File: src/design/tbdl_pkg.sv
package tbdl_pkg;

    localparam int unsigned DATA_W      = 16;
    localparam int unsigned PRESENT_W   = 2;
    localparam int unsigned MAX_EVENTS  = 7;
    localparam int unsigned ACT_EVENTS  = 4;
    localparam int unsigned NAV_EVENTS  = 3;
    localparam int unsigned COUNT_W     = 3;

    localparam logic [DATA_W-1:0]    DEBOUNCE_RESET = 16'd30;
    localparam logic [DATA_W-1:0]    LONGPRESS_RESET = 16'd600;
    localparam logic [PRESENT_W-1:0] PRESENT_RESET  = 2'b11;

    // buttons_present bit positions
    localparam int unsigned BIT_ACTION = 0;
    localparam int unsigned BIT_NAV    = 1;

    typedef enum logic [1:0] {
        CFG_DEBOUNCE  = 2'd0,
        CFG_LONGPRESS = 2'd1,
        CFG_PRESENT   = 2'd2,
        CFG_SPARE     = 2'd3
    } cfg_index_t;

    typedef enum logic [2:0] {
        KEY_UP      = 3'd0,
        KEY_ESC     = 3'd1,
        KEY_USE     = 3'd2,
        KEY_CONFIRM = 3'd3,
        KEY_FIRE    = 3'd4
    } key_code_t;

    typedef struct packed {
        logic      pressed;
        key_code_t code;
    } event_t;

    typedef struct packed {
        logic [COUNT_W-1:0]         count;
        event_t [MAX_EVENTS-1:0]    slots;
    } burst_t;

    typedef struct packed {
        logic rise;
        logic fall;
        logic long_hit;
        logic long_fired;
    } btn_stat_t;

    function automatic event_t mk_event(key_code_t code, logic pressed);
        event_t e;
        e.code    = code;
        e.pressed = pressed;
        return e;
    endfunction

endpackage

File: src/design/tbdl_button.sv
module tbdl_button #(
    parameter int unsigned TIME_BITS = 32
) (
    input  logic                          clk,
    input  logic                          rst_n,
    input  logic                          present,
    input  logic                          commit,
    input  logic [TIME_BITS-1:0]          now,
    input  logic                          pin,
    input  logic                          long_gate,
    input  logic [tbdl_pkg::DATA_W-1:0]   debounce_time,
    input  logic [tbdl_pkg::DATA_W-1:0]   long_press_time,
    output tbdl_pkg::btn_stat_t           stat
);

    logic                 raw_reg;
    logic                 stable_reg;
    logic [TIME_BITS-1:0] change_time_reg;
    logic [TIME_BITS-1:0] start_time_reg;
    logic                 long_fired_reg;

    logic                 stable_next;
    logic [TIME_BITS-1:0] change_time_next;
    logic [TIME_BITS-1:0] start_time_next;
    logic                 long_fired_next;
    logic                 long_fired_pre;
    logic [TIME_BITS-1:0] since_change;
    logic [TIME_BITS-1:0] since_press;
    logic [TIME_BITS-1:0] lp_limit;
    logic                 rise;
    logic                 fall;
    logic                 long_hit;

    // a zero long-press time acts as one
    assign lp_limit = (long_press_time == '0) ? TIME_BITS'(1)
                                              : TIME_BITS'(long_press_time);

    always_comb
    begin
        change_time_next = (pin != raw_reg) ? now : change_time_reg;
        since_change     = now - change_time_next;
        stable_next      = stable_reg;
        if ((stable_reg != pin) && (since_change >= TIME_BITS'(debounce_time)))
        begin
            stable_next = pin;
        end
        rise            = stable_next & ~stable_reg;
        fall            = ~stable_next & stable_reg;
        start_time_next = rise ? now : start_time_reg;
        long_fired_pre  = rise ? 1'b0 : long_fired_reg;
        since_press     = now - start_time_next;
        long_hit        = stable_next & long_gate & ~long_fired_pre
                          & (since_press >= lp_limit);
        long_fired_next = long_hit | long_fired_pre;
    end

    // absent button: no events
    assign stat.rise       = present & rise;
    assign stat.fall       = present & fall;
    assign stat.long_hit   = present & long_hit;
    assign stat.long_fired = long_fired_reg;

    always_ff @(posedge clk or negedge rst_n)
    begin
        if (!rst_n)
        begin
            raw_reg         <= 1'b0;
            stable_reg      <= 1'b0;
            change_time_reg <= '0;
            start_time_reg  <= '0;
            long_fired_reg  <= 1'b0;
        end
        else if (commit && present)
        begin
            raw_reg         <= pin;
            stable_reg      <= stable_next;
            change_time_reg <= change_time_next;
            start_time_reg  <= start_time_next;
            long_fired_reg  <= long_fired_next;
        end
    end

endmodule

File: src/design/tbdl_events.sv
module tbdl_events (
    input  logic                 clk,
    input  logic                 rst_n,
    input  logic                 commit,
    input  tbdl_pkg::btn_stat_t  nav_stat,
    input  tbdl_pkg::btn_stat_t  act_stat,
    output logic                 up_held,
    output tbdl_pkg::burst_t     burst
);

    logic                                    up_held_reg;
    logic                                    up_held_next;
    tbdl_pkg::event_t [tbdl_pkg::NAV_EVENTS-1:0] nav_ev;
    tbdl_pkg::event_t [tbdl_pkg::ACT_EVENTS-1:0] act_ev;
    logic [1:0]                              nav_len;
    logic [2:0]                              act_len;
    tbdl_pkg::event_t                        filler;

    assign up_held = up_held_reg;
    assign filler  = tbdl_pkg::mk_event(tbdl_pkg::KEY_UP, 1'b0);

    always_comb
    begin
        nav_ev  = {tbdl_pkg::NAV_EVENTS{filler}};
        nav_len = 2'd0;
        // rise, long hold and fall exclude each other within one sample
        priority if (nav_stat.rise)
        begin
            nav_ev[0] = tbdl_pkg::mk_event(tbdl_pkg::KEY_UP, 1'b1);
            nav_len   = 2'd1;
        end
        else if (nav_stat.long_hit)
        begin
            nav_ev[0] = tbdl_pkg::mk_event(tbdl_pkg::KEY_UP, 1'b0);
            nav_ev[1] = tbdl_pkg::mk_event(tbdl_pkg::KEY_ESC, 1'b1);
            nav_ev[2] = tbdl_pkg::mk_event(tbdl_pkg::KEY_ESC, 1'b0);
            nav_len   = 2'd3;
        end
        else if (nav_stat.fall && up_held_reg)
        begin
            nav_ev[0] = tbdl_pkg::mk_event(tbdl_pkg::KEY_UP, 1'b0);
            nav_len   = 2'd1;
        end
        else
        begin
            nav_len = 2'd0;
        end

        act_ev  = {tbdl_pkg::ACT_EVENTS{filler}};
        act_len = 3'd0;
        priority if (act_stat.long_hit)
        begin
            act_ev[0] = tbdl_pkg::mk_event(tbdl_pkg::KEY_USE, 1'b1);
            act_ev[1] = tbdl_pkg::mk_event(tbdl_pkg::KEY_USE, 1'b0);
            act_len   = 3'd2;
        end
        else if (act_stat.fall && !act_stat.long_fired)
        begin
            act_ev[0] = tbdl_pkg::mk_event(tbdl_pkg::KEY_CONFIRM, 1'b1);
            act_ev[1] = tbdl_pkg::mk_event(tbdl_pkg::KEY_CONFIRM, 1'b0);
            act_ev[2] = tbdl_pkg::mk_event(tbdl_pkg::KEY_FIRE, 1'b1);
            act_ev[3] = tbdl_pkg::mk_event(tbdl_pkg::KEY_FIRE, 1'b0);
            act_len   = 3'd4;
        end
        else
        begin
            act_len = 3'd0;
        end

        // append action events behind the navigation events
        burst.slots = {tbdl_pkg::MAX_EVENTS{filler}};
        for (int i = 0; i < tbdl_pkg::NAV_EVENTS; i++)
        begin
            burst.slots[i] = nav_ev[i];
        end
        unique case (nav_len)
            2'd0:
            begin
                for (int i = 0; i < tbdl_pkg::ACT_EVENTS; i++)
                begin
                    burst.slots[i] = act_ev[i];
                end
            end
            2'd1:
            begin
                for (int i = 0; i < tbdl_pkg::ACT_EVENTS; i++)
                begin
                    burst.slots[i + 1] = act_ev[i];
                end
            end
            2'd3:
            begin
                for (int i = 0; i < tbdl_pkg::ACT_EVENTS; i++)
                begin
                    burst.slots[i + 3] = act_ev[i];
                end
            end
            default:
            begin
                burst.slots = {tbdl_pkg::MAX_EVENTS{filler}};
            end
        endcase
        burst.count = {1'b0, nav_len} + act_len;

        up_held_next = up_held_reg;
        if (nav_stat.rise)
        begin
            up_held_next = 1'b1;
        end
        else if (nav_stat.long_hit || nav_stat.fall)
        begin
            up_held_next = 1'b0;
        end
    end

    always_ff @(posedge clk or negedge rst_n)
    begin
        if (!rst_n)
        begin
            up_held_reg <= 1'b0;
        end
        else if (commit)
        begin
            up_held_reg <= up_held_next;
        end
    end

endmodule

File: src/design/tbdl_drain.sv
module tbdl_drain (
    input  logic                          clk,
    input  logic                          rst_n,
    input  logic                          load,
    input  tbdl_pkg::burst_t              burst,
    output logic                          load_ok,
    output logic                          m_tvalid,
    input  logic                          m_tready,
    output logic [7:0]                    m_tdata,
    output logic                          m_tlast
);

    tbdl_pkg::event_t [tbdl_pkg::MAX_EVENTS-1:0] slots_reg;
    tbdl_pkg::event_t [tbdl_pkg::MAX_EVENTS-1:0] slots_next;
    logic [tbdl_pkg::COUNT_W-1:0]               count_reg;
    logic [tbdl_pkg::COUNT_W-1:0]               count_next;
    logic                                       pop;

    assign m_tvalid = (count_reg != '0);
    assign m_tlast  = (count_reg == tbdl_pkg::COUNT_W'(1));
    assign m_tdata  = {4'b0000, slots_reg[0]};
    assign pop      = m_tvalid & m_tready;
    assign load_ok  = (count_reg == '0) || (m_tlast && m_tready);

    always_comb
    begin
        slots_next = slots_reg;
        count_next = count_reg;
        if (load)
        begin
            slots_next = burst.slots;
            count_next = burst.count;
        end
        else if (pop)
        begin
            // advance to the next queued event
            for (int i = 0; i < tbdl_pkg::MAX_EVENTS - 1; i++)
            begin
                slots_next[i] = slots_reg[i + 1];
            end
            count_next = count_reg - tbdl_pkg::COUNT_W'(1);
        end
    end

    always_ff @(posedge clk)
    begin
        slots_reg <= slots_next;
    end

    always_ff @(posedge clk or negedge rst_n)
    begin
        if (!rst_n)
        begin
            count_reg <= '0;
        end
        else
        begin
            count_reg <= count_next;
        end
    end

endmodule

File: src/design/two_button_debounce_longpress_unit.sv
// Channel   Dir  Fields (low bit up)                                     Width
// s_axis    in   tdata: now_time[31:0], action_pin, nav_pin, zero pad     40
// m_axis    out  tdata: key_code[2:0], key_pressed, zero pad; tlast=last   8
// cfg       in   cfg_addr 0 debounce, 1 long press, 2 buttons present     16
//
// A sample is held in the input register until the button logic commits
// it and loads its 0 to 7 key events into the event queue. Events leave
// one per cycle while m_tready is high, so the queue drain sets the rate
// of samples that carry events. A sample is taken every cycle while it
// yields no events or the queue is empty or emptying on its last event.
// Reset clears the button state to released and loads the default settings.
// An output stall holds the queue and, one sample later, s_tready.
module two_button_debounce_longpress_unit #(
    parameter int unsigned TIME_BITS = 32
) (
    input  logic        clk,
    input  logic        rst_n,
    input  logic        s_tvalid,
    output logic        s_tready,
    input  logic [39:0] s_tdata,   // now_time[31:0], action_pin, nav_pin, pad
    output logic        m_tvalid,
    input  logic        m_tready,
    output logic [7:0]  m_tdata,   // key_code[2:0], key_pressed, pad
    output logic        m_tlast,
    input  logic        cfg_we,
    input  logic [1:0]  cfg_addr,
    input  logic [15:0] cfg_wdata
);

    logic [tbdl_pkg::DATA_W-1:0]    debounce_reg;
    logic [tbdl_pkg::DATA_W-1:0]    longpress_reg;
    logic [tbdl_pkg::PRESENT_W-1:0] present_reg;

    logic                 in_valid_reg;
    logic [31:0]          now_reg;
    logic                 apin_reg;
    logic                 npin_reg;

    logic                 in_take;
    logic                 commit;
    logic                 load;
    logic                 load_ok;
    logic                 up_held;
    logic [TIME_BITS-1:0] now_w;
    tbdl_pkg::btn_stat_t  act_stat;
    tbdl_pkg::btn_stat_t  nav_stat;
    tbdl_pkg::burst_t     burst;

    assign now_w    = TIME_BITS'(now_reg);
    // a sample with no events commits even while the queue is busy
    assign commit   = in_valid_reg && (load_ok || (burst.count == '0));
    assign load     = commit && (burst.count != '0);
    assign s_tready = !in_valid_reg || commit;
    assign in_take  = s_tvalid && s_tready;

    always_ff @(posedge clk or negedge rst_n)
    begin
        if (!rst_n)
        begin
            debounce_reg  <= tbdl_pkg::DEBOUNCE_RESET;
            longpress_reg <= tbdl_pkg::LONGPRESS_RESET;
            present_reg   <= tbdl_pkg::PRESENT_RESET;
        end
        else if (cfg_we)
        begin
            unique case (tbdl_pkg::cfg_index_t'(cfg_addr))
                tbdl_pkg::CFG_DEBOUNCE:  debounce_reg  <= cfg_wdata;
                tbdl_pkg::CFG_LONGPRESS: longpress_reg <= cfg_wdata;
                tbdl_pkg::CFG_PRESENT:   present_reg   <= cfg_wdata[tbdl_pkg::PRESENT_W-1:0];
                tbdl_pkg::CFG_SPARE:     ;
                default:                 ;
            endcase
        end
    end

    always_ff @(posedge clk or negedge rst_n)
    begin
        if (!rst_n)
        begin
            in_valid_reg <= 1'b0;
        end
        else if (in_take)
        begin
            in_valid_reg <= 1'b1;
        end
        else if (commit)
        begin
            in_valid_reg <= 1'b0;
        end
    end

    always_ff @(posedge clk)
    begin
        if (in_take)
        begin
            now_reg  <= s_tdata[31:0];
            apin_reg <= s_tdata[32];
            npin_reg <= s_tdata[33];
        end
    end

    tbdl_button #(
        .TIME_BITS(TIME_BITS)
    ) u_act (
        .clk             (clk),
        .rst_n           (rst_n),
        .present         (present_reg[tbdl_pkg::BIT_ACTION]),
        .commit          (commit),
        .now             (now_w),
        .pin             (apin_reg),
        .long_gate       (1'b1),
        .debounce_time   (debounce_reg),
        .long_press_time (longpress_reg),
        .stat            (act_stat)
    );

    tbdl_button #(
        .TIME_BITS(TIME_BITS)
    ) u_nav (
        .clk             (clk),
        .rst_n           (rst_n),
        .present         (present_reg[tbdl_pkg::BIT_NAV]),
        .commit          (commit),
        .now             (now_w),
        .pin             (npin_reg),
        .long_gate       (up_held),
        .debounce_time   (debounce_reg),
        .long_press_time (longpress_reg),
        .stat            (nav_stat)
    );

    tbdl_events u_events (
        .clk      (clk),
        .rst_n    (rst_n),
        .commit   (commit),
        .nav_stat (nav_stat),
        .act_stat (act_stat),
        .up_held  (up_held),
        .burst    (burst)
    );

    tbdl_drain u_drain (
        .clk      (clk),
        .rst_n    (rst_n),
        .load     (load),
        .burst    (burst),
        .load_ok  (load_ok),
        .m_tvalid (m_tvalid),
        .m_tready (m_tready),
        .m_tdata  (m_tdata),
        .m_tlast  (m_tlast)
    );

endmodule

File: config.mk
export PLATFORM = sky130hd
export DESIGN_NAME = two_button_debounce_longpress_unit
export DESIGN_NICKNAME = d
export VERILOG_FILES = /design/src/design/tbdl_pkg.sv /design/src/design/tbdl_button.sv /design/src/design/tbdl_events.sv /design/src/design/tbdl_drain.sv /design/src/design/two_button_debounce_longpress_unit.sv
export SDC_FILE = /design/constraint.sdc
export NUM_CORES = 1
export LEC_CHECK = 0
export ABC_CLOCK_PERIOD_IN_PS = 35300
export BUFFER_PORTS_ARGS = -buffer_cell sky130_fd_sc_hd__buf_4
export CORE_MARGIN = 3
export CORE_UTILIZATION = 41
export DETAILED_ROUTE_END_ITERATION = 10
export PLACE_DENSITY = 0.64
export SLEW_MARGIN = 30
export SYNTH_ARGS = -nofsm -noshare
export SYNTH_HDL_FRONTEND = slang
export SYNTH_SLANG_ARGS = --single-unit
File: constraint.sdc
create_clock -name clk -period 35.3 [get_ports clk]
set_input_delay 0 -clock clk [delete_from_list [all_inputs] [get_ports clk]]
set_output_delay 0 -clock clk [all_outputs]
set_load 0.01 [all_outputs]
# Yosys cells after proc, flatten, opt, wreduce, memory -nomap -nowiden
# Cells that the tools add are included.
classes:
  addsub: 6
  n_lt_le_gt_ge: 4
  eq_ne: 9
  n_mux: 33
  bitwise: 23
  n_reduce_logical: 31
ops:
  columns: ["operator", "n"]
  rows:
  - ["$mux W32", 4]
  - ["$sub A32 B32 Y32", 4]
  - ["$ge A32 B16 Y1", 2]
  - ["$ge A32 B32 Y1", 2]
  - ["$mux W24", 2]
  - ["$pmux W8 S3", 1]
  - ["$logic_not A16 Y1", 1]
  - ["$mux W16", 1]
  - ["$pmux W4 S2", 2]
  - ["$and A1 B1 Y1", 15]
  - ["$mux W15", 1]
  - ["$mux W3", 4]
  - ["$pmux W4 S3", 1]
  - ["$logic_and A1 B1 Y1", 10]
  - ["$mux W5", 2]
  - ["$mux W1", 9]
  - ["$mux W4", 2]
  - ["$mux W8", 1]
  - ["$reduce_and A2 Y1", 4]
  - ["$mux W7", 1]
  - ["$logic_not A3 Y1", 2]
  - ["$not A1 Y1", 6]
  - ["$reduce_bool A2 Y1", 3]
  - ["$reduce_bool A3 Y1", 2]
  - ["12 further kinds", 24]
word_totals:
  regBits: 235
  input_bits: 63
  output_inout_bits: 11
  elab_cells: 139

# Longest topological paths before layout
logic_depth:
  depth_word: 21
  depth_mapped: 63
  depth_no_buf: 55

# Cells and area by module
# Synthesis repeated with hierarchy kept, for this count alone.
unflattened:
  cells_unflattened: 2249
  hier_area_um2: 20538.4
by_module_without_submodules:
  columns: ["module", "n_inst", "cells_each", "area_each_um2", "seq_area_each_um2"]
  rows:
  - ["tbdl_button at u_act", 1, 982, 8201.6, 1676.6]
  - ["tbdl_button at u_nav", 1, 1015, 8142.8, 1676.6]
  - ["two_button_debounce_longpress_unit", 1, 118, 2402.3, 1909.3]
  - ["tbdl_drain", 1, 91, 1465.2, 915.9]
  - ["tbdl_events", 1, 43, 326.6, 25.0]

# Worst setup path after synthesis
# Ideal clock, no wire load.
synth_timing:
  path_type: "flip-flop to flip-flop"
  from: "reg apin_reg"
  to: "reg u_drain.slots_reg, in the netlist u_drain.m_tdata[0] (enable)"
  setup_ns: 0.466
  t_arrival_ns: 13.505
  required_time_ns: 34.834
  path_slack_ns: 21.329
  stages_incl_launch_ff: 56
  n_path_buf: 4
  synth_period_minus_slack_ns: 13.971
  cell_sequence: "edfxtp_1 xnor2_1 clkbuf_1 buf_1 nor2_1 a21oi_1 ha_1 a211oi_1 o21ai_0 a31o_2 a21oi_1 nand2_1 a21o_1 a21oi_1 xnor2_1 ha_1 a21o_1 a21o_1 (+20 left out) nand2_1 xor2_1 ha_1 and4_1 o211a_1 o31ai_1 nand3_1 a31o_2 a21oi_1 mux2i_1 a2111oi_0 nand4_1 nor2_1 a221oi_1 o21ai_0 and2_1 and3_1 o41ai_1"
synth_via:
  elab_chain_len: 19
  word_cells_on_any_way: 29
  classes_between: "add/sub: 3; order compare: 2; eq/ne: 2; mux: 6; bitwise: 8; reduce/logical: 8"
synth_rtl:
  columns: ["element", "line", "text"]
  rows:
  - ["start, declared", "two_button_debounce_longpress_unit.sv:36", "logic apin_reg;"]
  - ["start signal, assigned", "two_button_debounce_longpress_unit.sv:97", "apin_reg <= s_tdata[32];"]
  - ["$ne A1 B1 Y1", "tbdl_button.sv:40", "change_time_next = (pin != raw_reg) ? now : change_time_reg;"]
  - ["$mux W32", "tbdl_button.sv:40", null]
  - ["$sub A32 B32 Y32", "tbdl_button.sv:41", "since_change = now - change_time_next;"]
  - ["$ge A32 B16 Y1", "tbdl_button.sv:43", "if ((stable_reg != pin) && (since_change >= TIME_BITS'(debounce_time)))"]
  - ["$logic_and A1 B1 Y1", "tbdl_button.sv:43", null]
  - ["$mux W1 (*)", "tbdl_button.sv:43", null]
  - ["$and A1 B1 Y1 (*)", "tbdl_button.sv:47", "rise = stable_next & ~stable_reg;"]
  - ["$mux W32 (*)", "tbdl_button.sv:49", "start_time_next = rise ? now : start_time_reg;"]
  - ["via u_act.start_time_next[0]", "tbdl_button.sv:24", "logic [TIME_BITS-1:0] start_time_next;"]
  - ["(+3 left out)", null, null]
  - ["$and A1 B1 Y1 (*)", "tbdl_button.sv:60", "assign stat.long_hit = present & long_hit;"]
  - ["$mux W3 (*)", "tbdl_events.sv:51", "priority if (act_stat.long_hit)"]
  - ["$add A2 B3 Y3 (*)", "tbdl_events.sv:103", "burst.count = {1'b0, nav_len} + act_len;"]
  - ["$logic_not A3 Y1", "two_button_debounce_longpress_unit.sv:51", "assign commit = in_valid_reg && (load_ok || (burst.count == '0));"]
  - ["$logic_or A1 B1 Y1", "two_button_debounce_longpress_unit.sv:51", null]
  - ["$logic_and A1 B1 Y1", "two_button_debounce_longpress_unit.sv:51", null]
  - ["$logic_and A1 B1 Y1 (*)", "two_button_debounce_longpress_unit.sv:52", "assign load = commit && (burst.count != '0);"]
  - ["$reduce_bool A2 Y1 (no line) (*)", null, null]
  - ["end signal, assigned", "tbdl_drain.sv:47", "slots_reg <= slots_next;"]
  - ["end, declared", "tbdl_drain.sv:13", "tbdl_pkg::event_t [tbdl_pkg::MAX_EVENTS-1:0] slots_reg;"]
# Mark *: on every way through the listed nets, which the timed path passes. The rest lies on a longest branch.
# A chain may end at the register's enable or synchronous reset.

# Worst setup path after layout
layout_timing:
  from: "reg apin_reg"
  to: "reg u_nav.change_time_reg[1]"
layout_via:
  elab_chain_len: 18
  word_cells_on_any_way: 27
  classes_between: "add/sub: 3; order compare: 2; eq/ne: 2; mux: 6; bitwise: 8; reduce/logical: 6"
layout_rtl:
  columns: ["element", "line", "text"]
  rows:
  - ["$ne A1 B1 Y1", "tbdl_button.sv:40", null]
  - ["$mux W32", "tbdl_button.sv:40", null]
  - ["$sub A32 B32 Y32", "tbdl_button.sv:41", null]
  - ["$ge A32 B16 Y1", "tbdl_button.sv:43", null]
  - ["$logic_and A1 B1 Y1", "tbdl_button.sv:43", null]
  - ["$mux W1 (*)", "tbdl_button.sv:43", null]
  - ["$and A1 B1 Y1 (*)", "tbdl_button.sv:47", null]
  - ["$mux W32 (*)", "tbdl_button.sv:49", null]
  - ["via u_act.start_time_next[0]", "tbdl_button.sv:24", null]
  - ["(+2 left out)", null, null]
  - ["$and A1 B1 Y1 (*)", "tbdl_button.sv:53", "& (since_press >= lp_limit);"]
  - ["$and A1 B1 Y1 (*)", "tbdl_button.sv:60", null]
  - ["$mux W3 (*)", "tbdl_events.sv:51", null]
  - ["$add A2 B3 Y3 (*)", "tbdl_events.sv:103", null]
  - ["$logic_not A3 Y1 (*)", "two_button_debounce_longpress_unit.sv:51", null]
  - ["$logic_or A1 B1 Y1 (*)", "two_button_debounce_longpress_unit.sv:51", null]
  - ["$logic_and A1 B1 Y1 (*)", "two_button_debounce_longpress_unit.sv:51", null]
  - ["$logic_and A1 B1 Y1 (*)", "tbdl_button.sv:73", "else if (commit && present)"]
  - ["end signal, assigned", "tbdl_button.sv:77", "change_time_reg <= change_time_next;"]
  - ["end, declared", "tbdl_button.sv:18", "logic [TIME_BITS-1:0] change_time_reg;"]
# Marked as above.

==> summary.md <==
| Metric | Value |
|---|---|
| Post-route setup TNS | 0 ns |
| Number of maximum-capacitance constraint violations | 0 |
| Worst hold-check path type | input pin to flip-flop |
| Clock root cell | sky130_fd_sc_hd__clkbuf_16 |
| Number of flops mapped to enable cells by yosys | between 50 and 60 |
| Crit path arrival time | ~17 ns |
| Hold wc startpoint | cfg_we |
| Maximum number of pins on one net before global-route repair | 89 |
| Post-synth top area cell | sky130_fd_sc_hd__dfrtp_1 |
| Biggest area contributors in the synthesized netlist | sky130_fd_sc_hd__dfrtp_1, sky130_fd_sc_hd__ha_1, sky130_fd_sc_hd__edfxtp_1 |
| Setup Skew | between 0.02 and 0.025 ns |
| Endpoint class of the critical path | flip-flop |
| Total count of hold-check failures in the final report | 0 |
| Syn Std Cell Area | 20200 µm² |
| CTS clock-pin slew for the worst setup and hold paths | about 0.060 ns |
| Relative contribution of the clock network to total power | 13.1% |
| Number of warnings printed during yosys synthesis | 0 |
| Ys flop type | sky130_fd_sc_hd__dfrtp_1 |
| Overall Global Routing Usage | around a quarter |
| Cell seen most often among critical-path stages | sky130_fd_sc_hd__a21oi_1 |
| Critical path startpoint category | flip-flop |
| Most frequently used cell type in the post-synthesis netlist | sky130_fd_sc_hd__o21ai_0 |
| Number of cells on the worst reg-to-reg path | 56 |
| Number of distinct library cells after synthesis | 94 |
| Setup-violating endpoint count in the final report | 0 |
| Final clock period utilization by the worst path | between 40% and 50% |
| Placeable core region | about 48000 µm² |
| Max Fanout on Critical Path | 88 |
| Transition at the pin with the smallest max-transition slack | about 1.1 ns |
| CTS buffer count | 30 |
| Crit path from | apin_reg |
| Switching Share | approximately half |
| Proportion of netlist area held by the largest area contributor | between 20% and 30% |
| CTS hold repair buffers | between 70 and 80 |
| Critical Path Sink | u_nav.change_time_reg[1] |
| Average cell area after synthesis | just under 9 µm² |
| #FFs+latches synth | 229 |
| Via count of the first global-routing pass | approximately 18000 |
| Flop-to-flop setup slack | ~19 ns |
| Die ar. | between 50000 and 60000 µm² |
| Power density over cell area | between 100 and 150 nW/µm² |
| Number of max-slew violations in the final report | 0 |
| Max-slew headroom | between 20% and 30% |
| Metal3 WL | roughly 3400 µm |
| Sw Pwr | roughly 1.2 mW |
| Number of DRC violations after detailed-routing iteration 0 | 1362 |
| Minimum period implied by the final worst setup slack | between 15 and 20 ns |
| Post-detail-place hpwl | around 47000 µm |
| Combinational group share of total power | 68.4% |
| Area added between synthesis and finish | 14.0% |
| Cell at the slowest stage of the critical path | sky130_fd_sc_hd__nor4_1 |
| Vias/cell | approximately 6 |
| Die span in x | around 230 µm |
| Relative contribution of sequential cells to total power | between 15 and 20% |
| Initial antenna violation count | 2 |
| TritonCTS clock tree | done |
| Setup repair after global routing missed its margin | false |
| Worst ir drop on vdd | 0.0585 mV |
| Layout Nets | roughly 2600 |
| Count of standard-cell rows | 80 |
| Uppermost routed layer | met5 |
| Cells after synthesis | roughly 2300 |
| Required arrival time at the worst endpoint | between 30 and 40 ns |
| R2R Path Start | apin_reg |
| Antenna fix cells | 0 |
| Result of the run | complete, no violations |
| Routed wire per std cell | roughly 20 µm |
| Initial core utilization | between 40% and 50% |
| Classification of the worst setup path | flip-flop to flip-flop |
| Number of placed I/O pins | 74 |
| Fraction of final layout cells sized beyond drive strength 1 | approximately a tenth |
| RD Place Congestion | 0.949 |
| Grt total ovfl | 0 |
| Die height | between 200 and 250 µm |
| Share of async-settable or async-resettable flops after synthesis | about 76% |
| Vias post-DR | 18445 |
| Met1 WL | about 27000 µm |
| Top cells by instance count after synthesis | sky130_fd_sc_hd__o21ai_0, sky130_fd_sc_hd__ha_1, sky130_fd_sc_hd__dfrtp_1, sky130_fd_sc_hd__a21oi_1, sky130_fd_sc_hd__nand2_1 |
| Final wirelength | a little over 60000 µm |
| Internal power summed over all cells | 1.24 mW |
| Reg-to-reg critical path endpoint | u_nav.change_time_reg[1] |
| Max H-tree Level | 1 |
| CTS sink cnt | around 230 |
| Met2 wire length | between 20000 and 30000 µm |
| Clock latency on the worst-skew pair | around 0.59 ns |
| Wire length of the first global-routing pass | 99000 µm |
| Setup Buffers After CTS | 0 |
| Min Hold Slack | between 0.1 and 0.15 ns |
| Biggest cell delay along the critical path | approximately 0.90 ns |
| Deepest clock path buffer count | 3 |
| DRC violations left | 0 |
| Filler cells | 4612 |
| Number of buffer cells added on primary ports | 63 |
| # resized after CTS | 0 |
| Length of the first detailed-routing pass in iterations | 7 |
| Leakage power summed over all cells | ~9.8 nW |
| Part of the Yosys area used for sequential elements | between 20% and 30% |
| Maximum operating frequency | between 60 and 70 MHz |
| Remaining antenna violation count after routing | 0 |
==> critical path: cells and delay by family (launching register included) <==
kind	cells	cell delay, ns
flops	1	0.62
simple gates	16	4.63
fa+ha+maj	5	1.53
mux	2	0.51
buf+inv	4	1.28
xor+xnor	3	0.65
compound gates	26	6.89
==> cell usage in the layout (no fill, tap or decap), types with 41 or more instances in the layout <==
cell type / count
sky130_fd_sc_hd__nand3_1: 41
sky130_fd_sc_hd__inv_1: 102
sky130_fd_sc_hd__dfrtp_1: 163
sky130_fd_sc_hd__nand2_1: 151
sky130_fd_sc_hd__nor2_1: 141
sky130_fd_sc_hd__a21o_1: 72
sky130_fd_sc_hd__edfxtp_1: 56
sky130_fd_sc_hd__a21oi_1: 156
sky130_fd_sc_hd__mux2i_1: 102
sky130_fd_sc_hd__o31ai_1: 112
sky130_fd_sc_hd__dlygate4sd3_1: 73
sky130_fd_sc_hd__xnor2_1: 50
sky130_fd_sc_hd__ha_1: 176
sky130_fd_sc_hd__buf_4: 84
sky130_fd_sc_hd__o21ai_0: 200
==> metrics by stage <==
step	instance area (µm²)	cells	total power, mW	setup WS, ns	util, %
2_1_floorplan	20200	2315	1.69	21.33	-
3_3_place_gp	21200	2937	2.05	19.39	44.0
3_5_place_dp	21200	2937	2.08	19.26	44.0
4_1_cts	23000	3067	2.42	19.19	47.7
5_1_grt	23000	3067	2.65	17.71	47.7
6_report	23000	3067	2.43	19.02	47.7
==> layout make-up <==
class                   instances  area [µm²]  share of cell area [%]
clock buffers                  44         853                    3.71
flip-flops and latches        229        6020                    26.2
clock inverters                12         175                   0.761
multi-input cells            1862       13400                    58.0
repair buffers                161        1420                    6.16
inverters                     103         387                    1.68
well taps                     656         821                    3.56
==> how the worst min path moves through the flow <==
stage / to / slack [ns] / depth (start not counted)
3_3_place_gp: u_drain.count_reg[0] / -0.08 / 1
5_1_grt: now_reg[8] / 0.11 / 2
3_5_place_dp: u_drain.count_reg[0] / -0.07 / 1
4_1_cts: debounce_reg[4] / 0.08 / 4
2_1_floorplan: debounce_reg[0] / -0.30 / 0
6_report: debounce_reg[4] / 0.11 / 4
==> metal layers <==
layer	vias to the layer above	track usage (%)
li1	8875	-
met1	8901	30.7
met2	538	39.5
met3	129	3.32
met4	2	7.83
met5	-	0
==> cells by family after synthesis <==
group                    count (synthesis)  share of synthesized area (%)
buffers and inverters                  224                           4.59
other                                    1                         0.0186
adder cells (fa/ha/maj)                196                           12.0
multiplexers                           152                           7.84
XOR/XNOR                                93                           4.12
AO/OA/AOI/OAI                          833                           27.0
AND/OR/NAND/NOR                        584                           14.6
flip-flops                             229                           29.8
==> power by group through the flow <==
stage                     combinational, mW  clock [mW]  sequential [mW]
after floorplan                        1.27           0            0.420
after detailed placement               1.63           0            0.452
final                                  1.66       0.318            0.449
after CTS                              1.65       0.327            0.448
after global routing                   1.85       0.336            0.462
after global placement                 1.60           0            0.447
Power figures use the tool's default switching activity.
